===== src/rtl/run_queue_policy_scheduler_unit_macros.svh =====
// Assertion macros for the run queue scheduler
`ifndef RUN_QUEUE_POLICY_SCHEDULER_UNIT_MACROS_SVH
`define RUN_QUEUE_POLICY_SCHEDULER_UNIT_MACROS_SVH

// same-cycle implication, sampled on clk, off during reset
`define RQPS_ASSERT_IMP(lbl, ante, cons, msg) \
	lbl: assert property (@(posedge clk) disable iff (!arst_n) (ante) |-> (cons)) \
		else $error(msg);

// next-cycle implication, sampled on clk, off during reset
`define RQPS_ASSERT_NXT(lbl, ante, cons, msg) \
	lbl: assert property (@(posedge clk) disable iff (!arst_n) (ante) |=> (cons)) \
		else $error(msg);

`endif


===== src/rtl/rqps_pkg.sv =====
// Types and constants shared by the run queue scheduler modules
package rqps_pkg;

	localparam int THREAD_W = 4;
	localparam int BURST_W  = 16;
	localparam int LEN_W    = 16;
	localparam int VR_W     = 31;
	localparam int STATUS_W = 2;
	localparam int POLICY_W = 2;

	localparam logic OP_INSERT   = 1'b0;
	localparam logic OP_DISPATCH = 1'b1;

	localparam logic [STATUS_W-1:0] ST_INSERTED   = 2'd0;
	localparam logic [STATUS_W-1:0] ST_FULL       = 2'd1;
	localparam logic [STATUS_W-1:0] ST_DISPATCHED = 2'd2;
	localparam logic [STATUS_W-1:0] ST_EMPTY      = 2'd3;

	localparam logic [POLICY_W-1:0] POL_FCFS     = 2'd0;
	localparam logic [POLICY_W-1:0] POL_SJF      = 2'd1;
	localparam logic [POLICY_W-1:0] POL_PRIO     = 2'd2;
	localparam logic [POLICY_W-1:0] POL_VRUNTIME = 2'd3;

	localparam logic REG_POLICY = 1'b0;

	localparam logic [VR_W-1:0] VR_MAX = 31'h7FFF_FFFF;

	// floor(x/10) = (x * DIV10_MUL) >> DIV10_SHIFT, exact for x below 2^22
	localparam int FACTOR_W    = 6;
	localparam int PROD_W      = 22;
	localparam int MUL_W       = 23;
	localparam int QUO_W       = 19;
	localparam int DIV10_SHIFT = 26;
	localparam logic [MUL_W-1:0] DIV10_MUL = 23'd6710887;

	typedef struct packed {
		logic                operation;
		logic [THREAD_W-1:0] in_thread;
		logic [BURST_W-1:0]  in_burst_number;
		logic [LEN_W-1:0]    in_length;
	} in_item_t;

	typedef struct packed {
		logic [STATUS_W-1:0] status;
		logic [THREAD_W-1:0] out_thread;
		logic [BURST_W-1:0]  out_burst_number;
		logic [LEN_W-1:0]    out_length;
		logic [VR_W-1:0]     out_vruntime;
	} out_item_t;

	typedef struct packed {
		logic [THREAD_W-1:0] thread;
		logic [BURST_W-1:0]  burst;
		logic [LEN_W-1:0]    length;
	} ent_t;

	typedef struct packed {
		logic                en;
		logic                set_vr;
		logic [THREAD_W-1:0] thread;
		logic [VR_W-1:0]     vr;
	} thr_upd_t;

endpackage


===== src/rtl/rqps_queue_ram.sv =====
// Queue entry memory kept in age order, one write and one registered read port
module rqps_queue_ram #(
	parameter int DEPTH = 16,
	parameter int AW    = 4
) (
	input  logic                clk,
	input  logic                we,
	input  logic [AW-1:0]       waddr,
	input  rqps_pkg::ent_t      wdata,
	input  logic [AW-1:0]       raddr,
	output rqps_pkg::ent_t      rdata
);
	import rqps_pkg::*;

	ent_t mem [DEPTH];

	always_ff @(posedge clk) begin
		if (we) begin
			mem[waddr] <= wdata;
		end
		rdata <= mem[raddr];
	end

endmodule


===== src/rtl/rqps_thread_tab.sv =====
// Per-thread expected burst numbers and vruntimes with one read and one update port
module rqps_thread_tab #(
	parameter int MAX_THREADS = 10
) (
	input  logic                              clk,
	input  logic                              arst_n,
	input  logic [rqps_pkg::THREAD_W-1:0]     rd_thread,
	output logic                              rd_ok,
	output logic [rqps_pkg::BURST_W-1:0]      rd_nexp,
	output logic [rqps_pkg::VR_W-1:0]         rd_vr,
	input  rqps_pkg::thr_upd_t                upd
);
	import rqps_pkg::*;

	localparam int IW = (MAX_THREADS > 1) ? $clog2(MAX_THREADS) : 1;
	localparam logic [THREAD_W-1:0] TMAX = THREAD_W'(MAX_THREADS);

	logic [BURST_W-1:0] nexp_q [MAX_THREADS];
	logic [VR_W-1:0]    vr_q   [MAX_THREADS];
	logic [IW-1:0]      ridx;
	logic [IW-1:0]      widx;
	logic               wr_ok;

	function automatic logic thr_ok(input logic [THREAD_W-1:0] t);
		return (t != '0) && (t <= TMAX);
	endfunction

	function automatic logic [IW-1:0] thr_idx(input logic [THREAD_W-1:0] t);
		logic [THREAD_W-1:0] z;
		z = t - THREAD_W'(1);
		return IW'(z);
	endfunction

	assign rd_ok   = thr_ok(rd_thread);
	assign ridx    = thr_idx(rd_thread);
	assign rd_nexp = rd_ok ? nexp_q[ridx] : '0;
	assign rd_vr   = rd_ok ? vr_q[ridx] : '0;

	assign wr_ok = upd.en && thr_ok(upd.thread);
	assign widx  = thr_idx(upd.thread);

	always_ff @(posedge clk or negedge arst_n) begin
		if (!arst_n) begin
			for (int i = 0; i < MAX_THREADS; i++) begin
				nexp_q[i] <= '0;
				vr_q[i]   <= '0;
			end
		end else if (wr_ok) begin
			nexp_q[widx] <= nexp_q[widx] + BURST_W'(1);
			if (upd.set_vr) begin
				vr_q[widx] <= upd.vr;
			end
		end
	end

endmodule


===== src/rtl/rqps_vr_calc.sv =====
// Three-stage vruntime update: length times weight, divide by ten, saturating add
module rqps_vr_calc (
	input  logic                          clk,
	input  logic                          arst_n,
	input  logic                          start,
	input  logic [rqps_pkg::THREAD_W-1:0] thread,
	input  logic [rqps_pkg::LEN_W-1:0]    length,
	input  logic [rqps_pkg::VR_W-1:0]     vr_old,
	output logic                          done,
	output logic [rqps_pkg::VR_W-1:0]     vr_new
);
	import rqps_pkg::*;

	localparam int MP_W  = PROD_W + MUL_W;
	localparam int SUM_W = VR_W + 1;

	logic                v_s1, v_s2, v_s3;
	logic [PROD_W-1:0]   prod_s1;
	logic [QUO_W-1:0]    quo_s2;
	logic [VR_W-1:0]     vr_s3;
	logic [FACTOR_W-1:0] factor;
	logic [MP_W-1:0]     mp;
	logic [SUM_W-1:0]    sum;

	assign factor = FACTOR_W'(7) + FACTOR_W'(3) * FACTOR_W'(thread);
	assign mp     = MP_W'(prod_s1) * MP_W'(DIV10_MUL);
	assign sum    = {1'b0, vr_old} + SUM_W'(quo_s2);

	always_ff @(posedge clk or negedge arst_n) begin
		if (!arst_n) begin
			v_s1 <= 1'b0;
			v_s2 <= 1'b0;
			v_s3 <= 1'b0;
		end else begin
			v_s1 <= start;
			v_s2 <= v_s1;
			v_s3 <= v_s2;
		end
	end

	always_ff @(posedge clk) begin
		prod_s1 <= PROD_W'(length) * PROD_W'(factor);
		quo_s2  <= mp[DIV10_SHIFT +: QUO_W];
		vr_s3   <= sum[VR_W] ? VR_MAX : sum[VR_W-1:0];
	end

	assign done   = v_s3;
	assign vr_new = vr_s3;

endmodule


===== src/rtl/run_queue_policy_scheduler_unit.sv =====
// Run queue scheduler top level: sequencer, policy scan, config port
// An insert returns its result as a strobe on done the next cycle, and
// start is taken again at once. A dispatch keeps busy high while the
// queue memory is scanned one entry per cycle through its single read
// port, then the entries behind the chosen one move down one per cycle,
// then a three-stage vruntime unit runs.
// A dispatch on an empty queue or an insert on a full one is answered like
// an insert, without raising busy.
// done is high for exactly one cycle per item and cannot be held off.
module run_queue_policy_scheduler_unit #(
	parameter int MAX_THREADS = 10,
	parameter int QUEUE_DEPTH = 16
) (
	input  logic                 clk,
	input  logic                 arst_n,
	input  logic                 start,
	output logic                 busy,
	input  rqps_pkg::in_item_t   item,
	output logic                 done,
	output rqps_pkg::out_item_t  result,
	input  logic                 psel,
	input  logic                 penable,
	input  logic                 pwrite,
	input  logic [2:0]           paddr,
	input  logic [31:0]          pwdata,
	output logic [31:0]          prdata,
	output logic                 pready
);
	import rqps_pkg::*;

	localparam int AW = $clog2(QUEUE_DEPTH);
	localparam int CW = $clog2(QUEUE_DEPTH + 1);
	localparam logic [CW-1:0] DEPTH_C = CW'(QUEUE_DEPTH);

	typedef enum logic [1:0] {S_IDLE, S_SCAN, S_SHIFT, S_CALC} state_t;

	state_t              state_q;
	logic [POLICY_W-1:0] policy_q;
	logic [CW-1:0]       count_q;
	logic [CW-1:0]       rd_q;
	logic                v_s1;
	logic [CW-1:0]       rank_s1;
	logic                found_q;
	logic [CW-1:0]       pick_q;
	logic [VR_W-1:0]     best_key_q;
	ent_t                best_ent_q;
	ent_t                last_ent_q;
	ent_t                sel_ent_q;
	logic                calc_start_q;
	logic                done_q;
	out_item_t           result_q;

	logic                acc;
	logic                cfg_wr;
	logic                issue;
	logic                scan_end;
	logic                shift_end;
	logic [CW-1:0]       pick_fin;
	logic [CW-1:0]       wr_rank;
	ent_t                rd_ent;
	ent_t                in_ent;
	logic                ram_we;
	logic [AW-1:0]       ram_waddr;
	ent_t                ram_wdata;
	logic [THREAD_W-1:0] tab_thread;
	logic                tab_ok;
	logic [BURST_W-1:0]  tab_nexp;
	logic [VR_W-1:0]     tab_vr;
	logic                elig;
	logic [VR_W-1:0]     key;
	logic                take;
	logic                calc_done;
	logic [VR_W-1:0]     calc_vr;
	thr_upd_t            upd;

	assign busy   = (state_q != S_IDLE);
	assign acc    = start && !busy;
	assign done   = done_q;
	assign result = result_q;

	assign pready = 1'b1;
	assign cfg_wr = psel && penable && pwrite && pready && (paddr[2] == REG_POLICY);
	assign prdata = (paddr[2] == REG_POLICY) ? {{(32 - POLICY_W){1'b0}}, policy_q} : '0;

	assign in_ent.thread = item.in_thread;
	assign in_ent.burst  = item.in_burst_number;
	assign in_ent.length = item.in_length;

	assign issue     = ((state_q == S_SCAN) || (state_q == S_SHIFT)) && (rd_q != count_q);
	assign scan_end  = (state_q == S_SCAN) && (rd_q == count_q) && !v_s1;
	assign shift_end = (state_q == S_SHIFT) && (rd_q == count_q) && !v_s1;
	assign pick_fin  = found_q ? pick_q : (count_q - CW'(1));
	assign wr_rank   = rank_s1 - CW'(1);

	assign ram_we    = (acc && (item.operation == OP_INSERT) && (count_q != DEPTH_C))
	                   || ((state_q == S_SHIFT) && v_s1);
	assign ram_waddr = (state_q == S_SHIFT) ? wr_rank[AW-1:0] : count_q[AW-1:0];
	assign ram_wdata = (state_q == S_SHIFT) ? rd_ent : in_ent;

	rqps_queue_ram #(
		.DEPTH (QUEUE_DEPTH),
		.AW    (AW)
	) u_ram (
		.clk   (clk),
		.we    (ram_we),
		.waddr (ram_waddr),
		.wdata (ram_wdata),
		.raddr (rd_q[AW-1:0]),
		.rdata (rd_ent)
	);

	assign tab_thread = (state_q == S_CALC) ? sel_ent_q.thread : rd_ent.thread;

	rqps_thread_tab #(
		.MAX_THREADS (MAX_THREADS)
	) u_tab (
		.clk       (clk),
		.arst_n    (arst_n),
		.rd_thread (tab_thread),
		.rd_ok     (tab_ok),
		.rd_nexp   (tab_nexp),
		.rd_vr     (tab_vr),
		.upd       (upd)
	);

	rqps_vr_calc u_calc (
		.clk    (clk),
		.arst_n (arst_n),
		.start  (calc_start_q),
		.thread (sel_ent_q.thread),
		.length (sel_ent_q.length),
		.vr_old (tab_vr),
		.done   (calc_done),
		.vr_new (calc_vr)
	);

	assign elig = tab_ok && (rd_ent.burst == tab_nexp);

	always_comb begin
		case (policy_q)
			POL_SJF:  key = VR_W'(rd_ent.length);
			POL_PRIO: key = VR_W'(rd_ent.thread);
			default:  key = tab_vr;
		endcase
	end

	assign take = (state_q == S_SCAN) && v_s1 && elig
	              && (!found_q || ((policy_q != POL_FCFS) && (key <= best_key_q)));

	assign upd.en     = (state_q == S_CALC) && calc_done;
	assign upd.set_vr = (policy_q == POL_VRUNTIME);
	assign upd.thread = sel_ent_q.thread;
	assign upd.vr     = calc_vr;

	always_ff @(posedge clk or negedge arst_n) begin
		if (!arst_n) begin
			state_q      <= S_IDLE;
			policy_q     <= POL_FCFS;
			count_q      <= '0;
			rd_q         <= '0;
			v_s1         <= 1'b0;
			rank_s1      <= '0;
			found_q      <= 1'b0;
			pick_q       <= '0;
			best_key_q   <= '0;
			best_ent_q   <= '0;
			last_ent_q   <= '0;
			sel_ent_q    <= '0;
			calc_start_q <= 1'b0;
			done_q       <= 1'b0;
			result_q     <= '0;
		end else begin
			done_q       <= 1'b0;
			calc_start_q <= 1'b0;
			v_s1         <= issue;
			rank_s1      <= rd_q;
			if (cfg_wr) begin
				policy_q <= pwdata[POLICY_W-1:0];
			end
			if (issue) begin
				rd_q <= rd_q + CW'(1);
			end
			if (take) begin
				found_q    <= 1'b1;
				pick_q     <= rank_s1;
				best_key_q <= key;
				best_ent_q <= rd_ent;
			end
			if ((state_q == S_SCAN) && v_s1) begin
				last_ent_q <= rd_ent;
			end
			case (state_q)
				S_IDLE: begin
					if (acc) begin
						result_q <= '0;
						if (item.operation == OP_INSERT) begin
							done_q <= 1'b1;
							if (count_q == DEPTH_C) begin
								result_q.status <= ST_FULL;
							end else begin
								result_q.status <= ST_INSERTED;
								count_q         <= count_q + CW'(1);
							end
						end else if (count_q == '0) begin
							done_q          <= 1'b1;
							result_q.status <= ST_EMPTY;
						end else begin
							rd_q    <= '0;
							found_q <= 1'b0;
							state_q <= S_SCAN;
						end
					end
				end
				S_SCAN: begin
					if (scan_end) begin
						sel_ent_q <= found_q ? best_ent_q : last_ent_q;
						rd_q      <= pick_fin + CW'(1);
						state_q   <= S_SHIFT;
					end
				end
				S_SHIFT: begin
					if (shift_end) begin
						count_q      <= count_q - CW'(1);
						calc_start_q <= 1'b1;
						state_q      <= S_CALC;
					end
				end
				S_CALC: begin
					if (calc_done) begin
						done_q                    <= 1'b1;
						result_q.status           <= ST_DISPATCHED;
						result_q.out_thread       <= sel_ent_q.thread;
						result_q.out_burst_number <= sel_ent_q.burst;
						result_q.out_length       <= sel_ent_q.length;
						if (!tab_ok) begin
							result_q.out_vruntime <= '0;
						end else if (policy_q == POL_VRUNTIME) begin
							result_q.out_vruntime <= calc_vr;
						end else begin
							result_q.out_vruntime <= tab_vr;
						end
						state_q <= S_IDLE;
					end
				end
				default: begin
					state_q <= S_IDLE;
				end
			endcase
		end
	end

`include "run_queue_policy_scheduler_unit_macros.svh"

	`RQPS_ASSERT_IMP(a_count_bound, 1'b1, count_q <= DEPTH_C, "entry count above depth")
	`RQPS_ASSERT_NXT(a_insert_done, acc && item.operation == OP_INSERT && count_q != DEPTH_C, done && result.status == ST_INSERTED && count_q == $past(count_q) + CW'(1), "insert not stored")
	`RQPS_ASSERT_NXT(a_dispatch_busy, acc && item.operation == OP_DISPATCH && count_q != '0, busy && !done, "dispatch did not start scan")
	`RQPS_ASSERT_IMP(a_shift_addr, state_q == S_SHIFT && v_s1, rank_s1 != '0 && rank_s1 < count_q, "compaction write out of range")

endmodule


===== config.mk =====
export PLATFORM = sky130hd
export DESIGN_NAME = run_queue_policy_scheduler_unit
export DESIGN_NICKNAME = d
export VERILOG_FILES = /design/src/rtl/rqps_pkg.sv /design/src/rtl/rqps_queue_ram.sv /design/src/rtl/rqps_thread_tab.sv /design/src/rtl/rqps_vr_calc.sv /design/src/rtl/run_queue_policy_scheduler_unit.sv
export VERILOG_INCLUDE_DIRS = /design/src /design/src/rtl
export SDC_FILE = /design/constraint.sdc
export NUM_CORES = 2
export LEC_CHECK = 0
export ABC_AREA = 1
export BUFFER_PORTS_ARGS = -buffer_cell sky130_fd_sc_hd__buf_2
export CAP_MARGIN = 20
export CORE_UTILIZATION = 33
export CTS_CLUSTER_DIAMETER = 120
export DETAILED_ROUTE_END_ITERATION = 10
export HOLD_SLACK_MARGIN = 0.1
export SKIP_LAST_GASP = 1
export SYNTH_ARGS = -nofsm -noshare
export SYNTH_HDL_FRONTEND = slang
export SYNTH_SLANG_ARGS = --single-unit
export TNS_END_PERCENT = 10

===== constraint.sdc =====
create_clock -name clk -period 14.04 [get_ports clk]
set_clock_uncertainty 0.05 [all_clocks]
set_input_delay 2.808 -clock clk [delete_from_list [all_inputs] [get_ports clk]]
set_output_delay 2.808 -clock clk [all_outputs]
set_load 0.02 [all_outputs]

==> impl_metrics.env <==
export IMPL_status="finished clean"
export IMPL_grt_max_degree=211
export IMPL_rsz0062_at_grt="false"
export IMPL_grt_pass1_vias=55200
export IMPL_clock_fmax_mhz=106
export IMPL_nFillCells=21800
export IMPL_cts_clk_slew_worst_paths_ns=0.06
export IMPL_dr_wl_met2_um=104000
export IMPL_period_share_pct=67.0
export IMPL_relSlewSlack_pct=25.9
export IMPL_mostFrequentLayoutCells="nand2_1 (1,945), o21ai_0 (1,004), dfrtp_1 (704)"
export IMPL_setup_viol=0
export IMPL_met1_length_um=97800
export IMPL_highest_signal_layer="met4"
export IMPL_power_uw=16200
export IMPL_hp_class="reg -> reg"
export IMPL_p_seq_share_pct=31.2
export IMPL_fp_dieH_um=470
export IMPL_leakage_uw=0.0352
export IMPL_placementRows=171
export IMPL_tns_ns=0
export IMPL_synthArstFlopShare_pct=50.9
export IMPL_antenna_found_initial=8
export IMPL_p_sw_uw=7390
export IMPL_fp_dieW_um=470
export IMPL_dpl_hpwl_um=139000
export IMPL_ios=182
export IMPL_routed_wl_um=224000
export IMPL_cap_viol_max_count=0
export IMPL_syn_inst=7886
export IMPL_start_util_pct=33.2
export IMPL_cts_resized=0
export IMPL_final_nets=8393
export IMPL_cts_root_buf="clkbuf_16"
export IMPL_core_um2=217000
export IMPL_first_iter_violations=6090
export IMPL_crit_type="reg -> reg"
export IMPL_htree_levels=4
export IMPL_fin_crit_ns=9.40
export IMPL_cts_buffers=146
export IMPL_grt_use_total_pct=20.0
export IMPL_cp_end_kind="register"
export IMPL_worst_slew_pin_slew_ns=1.11
export IMPL_areaGrowthSynthToFinish_pct=11.3
export IMPL_internal_power_uw=8800
export IMPL_cts_tree="yes"
export IMPL_grt_pass1_wl_um=341000
export IMPL_drv_slew=0
export IMPL_io_buffers=118
export IMPL_powerDensity_nw_per_um2=201
export IMPL_synth_ff_type="dfrtp_1"
export IMPL_switching_share_pct=45.6
export IMPL_overflow=0
export IMPL_ctsHoldBuffers=0
export IMPL_netlist_area_um2=72200
export IMPL_die_area_um2=221000
export IMPL_cts_sinks=1393
export IMPL_drtPass1Iterations=6
export IMPL_worstPathMaxFanout=96
export IMPL_cp_arrival_ns=10.03
export IMPL_clock_path_buffers=3
export IMPL_cp_required_ns=14.66
export IMPL_ys_seq_area_share_pct=51.5
export IMPL_cp_start_kind="register"
export IMPL_synth_avg_cell_area_um2=9.16
export IMPL_antenna_left=0
export IMPL_setup_ws_ns=4.64
export IMPL_ir_drop_mv=0.293
export IMPL_p_comb_share_pct=44.6
export IMPL_ys_types=70
export IMPL_yosys_register_bits=1393
export IMPL_vias_per_cell=5.25
export IMPL_pwr_share_clk_pct=24.1
export IMPL_met3_length_um=15600
export IMPL_drt_wirelength_per_cell_um=20.7
export IMPL_drc=0
export IMPL_place_congestion=0.890
export IMPL_synth_edf_count=576
export IMPL_cts_setup_buffers=0
export IMPL_layout_commonest_cell="nand2_1"
export IMPL_clock_latency_ns=0.81
export IMPL_hold_viol=0
export IMPL_vias=56700
export IMPL_dp_slack_ns=4.74
export IMPL_drive_gt1_share_pct=7.03
export IMPL_synth_warnings=0
## cell usage after synthesis (4+ instances only)
| master | number | area [um^2] |
|---|---|---|
| o21ai_0 | 1005 | 5030 |
| a32o_1 | 15 | 150 |
| buf_1 | 28 | 105 |
| clkbuf_2 | 9 | 45.0 |
| a211oi_1 | 5 | 37.5 |
| buf_2 | 69 | 345 |
| xnor2_1 | 19 | 166 |
| nand3_1 | 486 | 2430 |
| o211ai_1 | 25 | 188 |
| a21o_1 | 10 | 75.1 |
| o21ai_1 | 14 | 70.1 |
| or2_2 | 11 | 68.8 |
| o221ai_1 | 64 | 561 |
| inv_2 | 12 | 45.0 |
| mux2i_1 | 53 | 531 |
| a31oi_1 | 16 | 100 |
| fa_1 | 200 | 4000 |
| clkinv_1 | 6 | 22.5 |
| buf_6 | 11 | 124 |
| nand2_4 | 4 | 45.0 |
| dfrtp_1 | 709 | 17700 |
| clkbuf_1 | 308 | 1160 |
| ha_1 | 287 | 3590 |
| nor3_1 | 21 | 105 |
| nand2_2 | 10 | 62.6 |
| inv_1 | 682 | 2560 |
| a21oi_1 | 204 | 1020 |
| buf_4 | 47 | 353 |
| edfxtp_1 | 576 | 17300 |
| nand2_1 | 1957 | 7350 |
| o21bai_1 | 9 | 67.6 |
| nand4_1 | 92 | 576 |
| o22ai_1 | 125 | 782 |
| o31ai_1 | 10 | 75.1 |
| a21boi_0 | 4 | 30.0 |
| nor2_1 | 556 | 2090 |
| nor2_2 | 10 | 62.6 |
| nand3b_1 | 9 | 67.6 |
| o2111ai_1 | 5 | 43.8 |
| o21a_1 | 9 | 67.6 |
| xor2_1 | 48 | 420 |
| dfxtp_1 | 108 | 2160 |
| a221oi_1 | 4 | 35.0 |
## final cells by class
class                   instances  area, um^2  share of cell area, %
clock buffers                 216        4190                   5.21
clock inverters                54         616                  0.766
inverters                     701        2640                   3.28
well taps                    2854        3570                   4.44
flip-flops and latches       1393       37200                   46.3
repair buffers                237        1540                   1.92
multi-input cells            5349       30600                   38.1
diodes                          4        10.0                 0.0124
## final timing paths
kind	from	endpoint	slack, ns	depth (start not counted)
setup / recovery	sel_ent_q[32]$_DFFE_PN0P_	best_key_q[21]$_DFFE_PN0P_	4.64	25
hold / removal	calc_start_q$_DFF_PN0_	u_calc.v_s1$_DFF_PN0_	0.30	0
setup reg to reg	sel_ent_q[32]$_DFFE_PN0P_	best_key_q[21]$_DFFE_PN0P_	4.64	25
hold reg to reg	calc_start_q$_DFF_PN0_	u_calc.v_s1$_DFF_PN0_	0.30	0
max in group asynchronous	arst_n	u_tab.vr_q[296]$_DFFE_PN0P_	8.82	4
min in group asynchronous	arst_n	u_tab.nexp_q[85]$_DFFE_PN0P_	1.90	1
## state kept, by name, indices dropped and copies added, names as in the netlist, 36 cells and up
| name | flops |
|---|---|
| u_ram.mem | 576 |
| u_tab.vr_q | 310 |
| u_tab.nexp_q | 160 |
| result | 69 |
| best_ent_q | 36 |
| last_ent_q | 36 |
| sel_ent_q | 36 |
| u_ram.rdata | 36 |
## cell families (layout without fill, tap and decap cells)
family	count (synthesis)	after routing	synth area share (%)
simple gates	3169	3169	18.0
compound gates	1535	1535	11.7
flops	1393	1393	51.5
buf+inv	1173	1208	6.59
fa+ha+maj	487	487	10.5
xor+xnor	73	73	0.963
mux	54	54	0.750
other cells	2	35	0.0104
## per-stage QoR
stage	std cells	instance area (um^2)	util (%)	hold slack [ns]
finish	10800	80400	37.0	0.298
detailed placement	10500	75600	34.8	0.286
CTS	10800	80400	37.0	0.299
global route	10800	80400	37.0	0.304
global placement	10500	75600	34.8	0.284
floorplan	7915	72300	-	0.281
## power groups by stage
stage	logic [uW]	registers, uW	clock network (uW)
floorplan	4340	5120	0
global placement	7040	5130	0
detailed placement	7100	5130	0
CTS	7120	5050	3970
global route	7780	5080	4140
finish	7230	5060	3910
## critical path: stages, from the launching register on
cell and delay [ns]:
dfrtp_4 0.82, clkinv_2 0.69, nand2_2 0.36, nand2_8 0.42
ha_4 1.09, clkinv_2 0.17, nand3_2 0.44, buf_4 0.40
inv_2 0.43, nand2_1 0.16, nand2_1 0.06, o211ai_1 0.28
nor2_1 0.12, ha_1 0.31, nand2_1 0.05, nor3_1 0.29
nor4b_1 0.56, nand2_1 0.11, nand2_1 0.12, nand2_1 0.08
nand2_2 0.06, buf_4 0.38, nand4_1 0.78, buf_4 0.64
nand2_1 0.17, nand2_1 0.06
## routing by layer
layer / up-vias / GRT usage [%]
met3: 375 / 3.35
met4: 0 / 6.39
met2: 2095 / 32.3
met5: - / 0
li1: 26100 / -
met1: 28100 / 27.1
No activity file was read; power rests on OpenSTA's default activity.
